[src/rtl/alsd_pkg.sv]
// Package for the addressable LED strip driver: payload types, codes and defaults.
package alsd_pkg;

  localparam int MaxLedsDefault   = 256;
  localparam int DutyWidthDefault = 16;

  localparam logic [1:0] OP_TICK  = 2'd0;
  localparam logic [1:0] OP_WRITE = 2'd1;
  localparam logic [1:0] OP_ALL   = 2'd2;
  localparam logic [1:0] OP_START = 2'd3;

  localparam logic [2:0] CFG_LED_COUNT     = 3'd0;
  localparam logic [2:0] CFG_DUTY_ONE      = 3'd1;
  localparam logic [2:0] CFG_DUTY_ZERO     = 3'd2;
  localparam logic [2:0] CFG_RESET_PERIODS = 3'd3;
  localparam logic [2:0] CFG_AUTO_UPDATE   = 3'd4;
  localparam logic [2:0] CFG_USE_WHITE     = 3'd5;

  localparam logic [8:0]  LedCountReset     = 9'd1;
  localparam logic [15:0] DutyOneReset      = 16'd0;
  localparam logic [15:0] DutyZeroReset     = 16'd0;
  localparam logic [7:0]  ResetPeriodsReset = 8'd1;
  localparam logic        AutoUpdateReset   = 1'b1;
  localparam logic        UseWhiteReset     = 1'b0;

  typedef struct packed {
    logic [1:0] op;
    logic [7:0] led_index;
    logic [7:0] red;
    logic [7:0] green;
    logic [7:0] blue;
    logic [7:0] white;
  } cmd_item_t;

  typedef struct packed {
    logic [15:0] duty;
    logic        busy_res;
    logic        frame_done;
  } res_item_t;

  typedef struct packed {
    logic accept;
    logic sweep_step;
    logic emit;
  } ctrl_cmd_t;

  typedef struct packed {
    logic sweep_last;
    logic res_free;
  } dp_status_t;

  typedef enum logic [3:0] {
    PH_IDLE  = 4'b0001,
    PH_DATA  = 4'b0010,
    PH_TAIL  = 4'b0100,
    PH_RESET = 4'b1000
  } phase_t;

  typedef enum logic [3:0] {
    CS_CLEAR = 4'b0001,
    CS_READY = 4'b0010,
    CS_FILL  = 4'b0100,
    CS_EMIT  = 4'b1000
  } ctrl_state_t;

endpackage

[src/rtl/alsd_ctrl.sv]
// Controller state machine: sequences clearing, fills, command beats and tick results.
module alsd_ctrl import alsd_pkg::*; (
  input  logic       clk,
  input  logic       rst,
  input  logic       cmd_valid,
  input  logic [1:0] cmd_op,
  output logic       cmd_stall,
  input  dp_status_t status,
  output ctrl_cmd_t  ctrl
);

  ctrl_state_t state, state_next;

  always_comb begin
    state_next      = state;
    ctrl            = '0;
    cmd_stall       = 1'b1;
    unique case (state)
      CS_CLEAR, CS_FILL: begin
        ctrl.sweep_step = 1'b1;
        if (status.sweep_last) state_next = CS_READY;
      end
      CS_READY: begin
        cmd_stall = 1'b0;
        if (cmd_valid) begin
          ctrl.accept = 1'b1;
          if (cmd_op == OP_TICK) state_next = CS_EMIT;
          else if (cmd_op == OP_ALL) state_next = CS_FILL;
        end
      end
      CS_EMIT: begin
        if (status.res_free) begin
          ctrl.emit  = 1'b1;
          state_next = CS_READY;
        end
      end
      default: state_next = CS_READY;
    endcase
  end

  always_ff @(posedge clk) begin
    if (rst) begin
      state <= CS_CLEAR;
    end else begin
      state <= state_next;
    end
  end

endmodule

[config.mk]
export PLATFORM = sky130hd
export DESIGN_NAME = alsd_ctrl
export DESIGN_NICKNAME = d
export VERILOG_FILES = /design/src/rtl/alsd_pkg.sv /design/src/rtl/alsd_ctrl.sv
export SDC_FILE = /design/constraint.sdc
export NUM_CORES = 1
export LEC_CHECK = 0
export ABC_AREA = 1
export BUFFER_PORTS_ARGS = -buffer_cell sky130_fd_sc_hd__buf_2
export CORE_AREA = 2 2 39 41
export CTS_BUF_LIST = sky130_fd_sc_hd__clkbuf_8
export DETAILED_ROUTE_END_ITERATION = 16
export DIE_AREA = 0 0 41 43
export GPL_TIMING_DRIVEN = 1
export SLEW_MARGIN = 20
export SYNTH_ARGS = -nofsm -noshare
export SYNTH_HDL_FRONTEND = slang
export SYNTH_SLANG_ARGS = --single-unit
[constraint.sdc]
create_clock -name clk -period 1.3 [get_ports clk]
set_input_delay 0.26 -clock clk [delete_from_list [all_inputs] [get_ports clk]]
set_output_delay 0.26 -clock clk [all_outputs]
set_load 0.02 [all_outputs]
* Word level (Yosys, flattened, before mapping)
Cells that the tools add are included.
** Operators by class
- Mux-type cells :: 12
- Reduce and logical (&&, ||, !) cells :: 3
- Equality and inequality tests :: 9
** Operators by type and width (number)
- two-way mux 4 bit :: 5
- case mux 4 bit (3 select lines) :: 1
- two-way mux 1 bit :: 6
- inequality test 2 bit (second input constant) :: 3
- == test 4 x 1 -> 1 bit (second input constant) :: 1
- == test 4 x 2 -> 1 bit (second input constant) :: 1
- == test 4 x 3 -> 1 bit (second input constant) :: 1
- == test 4 bit (second input constant) :: 1
- AND reduction 4 bit :: 1
- inequality test 3 bit (second input constant) :: 1
- == test 2 bit (second input constant) :: 1
- logical NOT 2 bit :: 1
- OR reduction 2 bit :: 1
** Word-level totals
- Register bits :: 4

* Longest topological paths before layout
Gate-level depths: netlist of the first run.
- Depth after elaboration :: 5
- Mapped depth :: 7
- Gate-level depth less buffers :: 7

* Worst setup path before layout of the first run
No wires, ideal clock.
- Kind :: reg-to-output
- Start :: register state[3]
- End :: output port ctrl[0] (netlist name)
- Path slack :: -0.088 ns
- Arrival time :: 1.128 ns
- Data required time :: 1.040 ns
- Cell stages (with the launch flop) :: 3
- Buffers on the path :: 0
- Cells stage by stage :: dfxtp_1 -> inv_1 -> nor4_1
** RTL lines
- from (decl) :: RTL line alsd_ctrl.sv:12 : ctrl_state_t state, state_next;
- from (signal assigned) :: RTL line alsd_ctrl.sv:45 : state <= state_next;
- to (decl) :: RTL line alsd_ctrl.sv:9 : output ctrl_cmd_t ctrl

==> reports/summary.txt, run 1 <==
Worst Path Max Fanout: 4
# nets final: 72
DRC: 0
commonest non-fill, non-tap cell in the layout: inv_1
status: finished, final reports clean
H-tree depth: 1
drt total wl: 628 um
first-pass GRT wire length: 1.07 mm
via-per-instance ratio: 4.13
post-synth net total: 54
Tcrit/Tclk final: 98.8%
maximum clock path buffer count: 2
# rows: 14
Worst-Margin Slew: 0.181 ns
Max Cap Violations: 0
area delta synth->final: 62.6%
min-delay worst type: in2reg
wire per inst: 7.95 um
Worst Setup End Kind: output pin
Yosys cell types: 14
CP max-delay cell: dfxtp_4
vias in the first global route: 304
post-synthesis cell area: 288 um^2
initial antenna violation count: 0
count of pins over their slew limit: 0
Clk Latency, worst-skew pair: 0.22 ns
Synth Instances: 47
Worst-path clk slew: 0.03 ns
Post-DP HPWL: 478 um
Die Wd: 41 um
reg2reg path depth: 9
hold endpoint: state[1]
Critical R2R Capture: state[3]
worst reg-to-reg setup slack: 0.07 ns
worst r2r src: state[1]
CTS tree: done
register area share after synthesis: 27.8%
Initial Utilization: 20.8%
DR iter-0 viols: 6
Antenna Nets Post-Route: 0
Critical Path, Cell by Cell: inv_2 -> nor4_2 -> buf_4
async set or reset register ratio after synthesis: 0%
CP Launch Type: flop
Setup TNS: 0 ns
YS warnings: 0
Lkg Pwr: 0.000253 uW
drt pass-1 iters: 3
power per cell area: 1510 nW/um^2
largest net degree at the start of global routing: 5
most frequent cells in the layout: inv_1 (10), nor2_1 (7), buf_2 (7), nand2_1 (5), buf_4 (5)
Biggest register: state
RePlAce Congestion: 0.716
arrival time at the worst endpoint: 1.02 ns
placed standard-cell area: 374 um^2
Synth Area per Inst: 6.12 um^2
final hold violations: 0
GR Util All Layers: 9.46%
#FFs+latches synth: 4
crit path time final: 1.28 ns
DR vias: 326
max FFs per register: 4
root buf cell: clkbuf_8
CTS buffer count: 3
count of input and output buffers: 10
Overflow after GRT: 0
# diodes: 0
die area: 1760 um^2
CTS sink count: 4
share of layout cells above drive strength 1: 49.2%
Worst Path Required: 1.04 ns
ys flop type: dfxtp_1
Worst Setup Path Type: reg2out
Rel. slew slack: 87.8%
RSZ-0062 raised after global routing: yes
slowest stage delay, CP: 0.37 ns
Fillers: 160
clock skew: 0.00227 ns
min-delay src: rst
Regs by FF count: state (4)
Post-Layout Inst Area: 468 um^2
count of flip-flops with a built-in enable after synthesis: 0
total core area: 1380 um^2
Max Freq: 779 MHz
hold path depth: 2
cts hold-fix bufs: 0
VDD IR max: 420 uV
setup violators final: 0
IO Count: 11
Die Y-Extent: 43 um
## worst max-delay path by stage
stage | from | end | slack [ns] | depth (start not counted)
after floorplan | state[1] | ctrl[2] | 0.04 | 4
after global placement | state[1] | ctrl[2] | 0.13 | 5
after detailed placement | state[1] | ctrl[2] | 0.11 | 5
after CTS | state[1] | ctrl[2] | -0.004 | 5
after global routing | state[3] | ctrl[1] | -0.05 | 4
final | state[3] | ctrl[0] | 0.02 | 3
## routing by layer
layer,part of all wire (%),GRT usage (%),up-vias
li1,-,-,179
met1,43,9.06,139
met2,49,14.1,6
met3,4.0,3.14,2
met4,3.3,10.0,0
met5,0,0,-
## repair_timing
action,in CTS,in global routing
setup buffers,0,2
resized for setup,9,5
endpoints found under the setup margin,4,4
gates cloned,0,0
pin swaps,0,1
## layout make-up
| class | instances | area [um^2] | area share, % |
|---|---|---|---|
| clock buffers | 3 | 41.3 | 8.82 |
| multi-input cells | 31 | 191 | 40.9 |
| flip-flops and latches | 4 | 86.3 | 18.4 |
| well taps | 16 | 20.0 | 4.28 |
| repair buffers | 13 | 83.8 | 17.9 |
| inverters | 12 | 45.0 | 9.63 |
## power breakdown
| group | total (uW) | internal [uW] | switching (uW) |
|---|---|---|---|
| logic | 270 | 115 | 155 |
| clock network | 260 | 197 | 63.0 |
| registers | 178 | 152 | 26.4 |
| total | 708 | 464 | 244 |
## critical path, delay by kind of cell (launching register included)
family / cells / cell delay [ns]
flops: 1 / 0.37
simple gates: 1 / 0.22
buf+inv: 2 / 0.21
## cells by family after synthesis
family	synth area share, %
AOI/OAI and AO/OA	3.47
buffers and inverters	15.7
DFF	27.8
and+or+nand+nor	53.0
## per-stage QoR
stage	hold slack (ns)	util (%)	total power (uW)	std cells	setup WS, ns
after global routing	0.226	33.8	754	79	-0.0515
final	0.213	33.8	708	79	0.0158
after CTS	0.209	31.4	677	77	-0.00429
after floorplan	0.329	-	330	47	0.0412
after global placement	0.443	27.0	389	74	0.132
after detailed placement	0.442	27.0	391	74	0.109
## Yosys cell counts (2+ instances only)
cell type  count  share of area (%)
nor2_1         8                 10
inv_1         11                 14
nand4_1        2                4.3
nor2_2         3                6.5
nand2_1        7                9.1
nand3_2        2                7.0
nand3_1        4                7.0
dfxtp_1        4                 28
(Power assumes the default switching activity.)
==> inputs of run 2 (changes only) <==
--- a/config.mk
+++ b/config.mk
@@ -9,9 +9,11 @@
 export BUFFER_PORTS_ARGS = -buffer_cell sky130_fd_sc_hd__buf_2
 export CORE_AREA = 2 2 39 41
 export CTS_BUF_LIST = sky130_fd_sc_hd__clkbuf_8
+export CTS_CLUSTER_SIZE = 14
 export DETAILED_ROUTE_END_ITERATION = 16
 export DIE_AREA = 0 0 41 43
 export GPL_TIMING_DRIVEN = 1
+export PLACE_DENSITY = 0.39
 export SLEW_MARGIN = 20
 export SYNTH_ARGS = -nofsm -noshare
 export SYNTH_HDL_FRONTEND = slang
==> constraint.sdc (replaced) <==
create_clock -name clk -period 1.2 [get_ports clk]
set_input_delay 0.24 -clock clk [delete_from_list [all_inputs] [get_ports clk]]
set_output_delay 0.24 -clock clk [all_outputs]
set_load 0.02 [all_outputs]
==> reports/summary.txt, run 2 (synthesis results as in run 1) <==
status: complete, but fails checks
violated checks: setup timing
CP delay by family, top: flip-flops
CTS sink count: 4
hold path depth: 2
power per cell area: 1620 nW/um^2
maximum clock path buffer count: 2
count of input and output buffers: 10
Worst path depth: 3
first-pass GRT wire length: 1.17 mm
Rel. slew slack: 86.8%
Die Wd: 41 um
most frequent cells in the layout: inv_1 (8), nor2_1 (7), buf_2 (7), nand2_1 (5), buf_4 (5)
worst reg-to-reg setup slack: 0.08 ns
clock skew: 0.00459 ns
hold endpoint: state[1]
total design power: 840 uW
part of the power in registers: 24.1%
H-tree depth: 1
CTS tree: done
CP Launch Type: flop
drt total wl: 756 um
sw frac: 35.3%
reg2reg path depth: 8
Initial Utilization: 20.8%
Post-Layout Inst Area: 518 um^2
Worst Path Required: 0.96 ns
crit path time final: 1.29 ns
Regs by FF count: state (4)
Die Y-Extent: 43 um
DR iter-0 viols: 4
setup violators final: 4
die area: 1760 um^2
Worst Path Max Fanout: 4
RePlAce Congestion: 0.717
initial antenna violation count: 0
Overflow after GRT: 0
Buf/Inv on CP: 2
via-per-instance ratio: 4.26
# nets final: 75
# rows: 14
DRC: 0
root buf cell: clkbuf_8
Worst Setup End Kind: output pin
Max Cap Violations: 0
Critical R2R Capture: state[3]
count of pins over their slew limit: 0
Comb pwr share: 41.7%
Worst Setup Path Type: reg2out
final hold violations: 0
placed standard-cell area: 389 um^2
Lkg Pwr: 0.000269 uW
Worst-Margin Slew: 0.196 ns
net switching power: 297 uW
commonest non-fill, non-tap cell in the layout: inv_1
# diodes: 0
largest net degree at the start of global routing: 5
VDD IR max: 438 uV
total core area: 1380 um^2
drt pass-1 iters: 2
IO Count: 11
area delta synth->final: 80.0%
vias in the first global route: 303
slowest stage delay, CP: 0.37 ns
DR vias: 349
Antenna Nets Post-Route: 0
Max Freq: 778 MHz
arrival time at the worst endpoint: 1.05 ns
Post-DP HPWL: 548 um
cts hold-fix bufs: 0
CP max-delay cell: dfxtp_4
Clk Latency, worst-skew pair: 0.22 ns
CTS buffer count: 3
wire per inst: 9.22 um
Critical Path, Cell by Cell: inv_2 -> nor4_2 -> buf_4
max FFs per register: 4
Tcrit/Tclk final: 107%
P_int: 543 uW
Biggest register: state
power share of the clock group: 34.1%
Worst-path clk slew: 0.03 ns
GR Util All Layers: 10.9%
share of layout cells above drive strength 1: 56.1%
min-delay worst type: in2reg
RSZ-0062 raised after global routing: yes
post-layout util: 37.4%
worst r2r src: state[1]
min-delay src: rst
final setup margin: -0.0855 ns
run 2: cell count changes in the layout (fill, tap and decap cells not counted), sizes merged:
cell,previous run,this run
buf,13,16
run 2: layout make-up:
class	count	area (um^2)
Sequential cell	4	90.1
Clock buffer	3	41.3
Fill cell	144	866
Inverter	12	45.0
Tap cell	16	20.0
Timing Repair Buffer	16	118
Multi-Input combinational cell	31	204
run 2: worst max path at each step:
| stage | start | end | slack [ns] |
|---|---|---|---|
| 6_report | state[3] | ctrl[0] | -0.09 |
| 2_1_floorplan | state[3] | ctrl[0] | 0.04 |
| 3_3_place_gp | state[1] | ctrl[2] | 0.03 |
| 3_5_place_dp | state[3] | ctrl[0] | 0.02 |
| 5_1_grt | state[3] | ctrl[0] | -0.13 |
| 4_1_cts | state[3] | ctrl[0] | -0.11 |
run 2: repair_timing:
item                                    CTS  global route
buffers inserted                          3             1
resized for setup                        15             6
endpoints found under the setup margin    4             6
pin swaps                                 2             1
run 2: layer usage:
metal | global-route usage, % | share of wire (%) | vias to the layer above | wire length [um]
met3 | 1.57 | 4.6 | 5 | 35
li1 | - | - | 186 | -
met4 | 16.0 | 6.1 | 0 | 46
met2 | 14.7 | 44 | 12 | 336
met1 | 11.2 | 45 | 146 | 338
met5 | 0 | 0 | - | 0
run 2: metrics by stage:
stage | worst slack (ns) | setup TNS, ns | std cells | hold WS [ns]
2_1_floorplan | 0.0417 | 0 | 47 | 0.309
3_3_place_gp | 0.0342 | 0 | 75 | 0.434
3_5_place_dp | 0.0247 | 0 | 75 | 0.422
4_1_cts | -0.113 | -0.230 | 81 | 0.189
5_1_grt | -0.131 | -0.399 | 82 | 0.192
6_report | -0.0855 | -0.213 | 82 | 0.191
run 2: power groups by stage:
stage / Clock [uW] / Combinational [uW] / Sequential, uW
3_5_place_dp: 0 / 259 / 188
5_1_grt: 301 / 385 / 207
3_3_place_gp: 0 / 263 / 188
6_report: 287 / 351 / 203
4_1_cts: 285 / 322 / 201
2_1_floorplan: 0 / 184 / 182
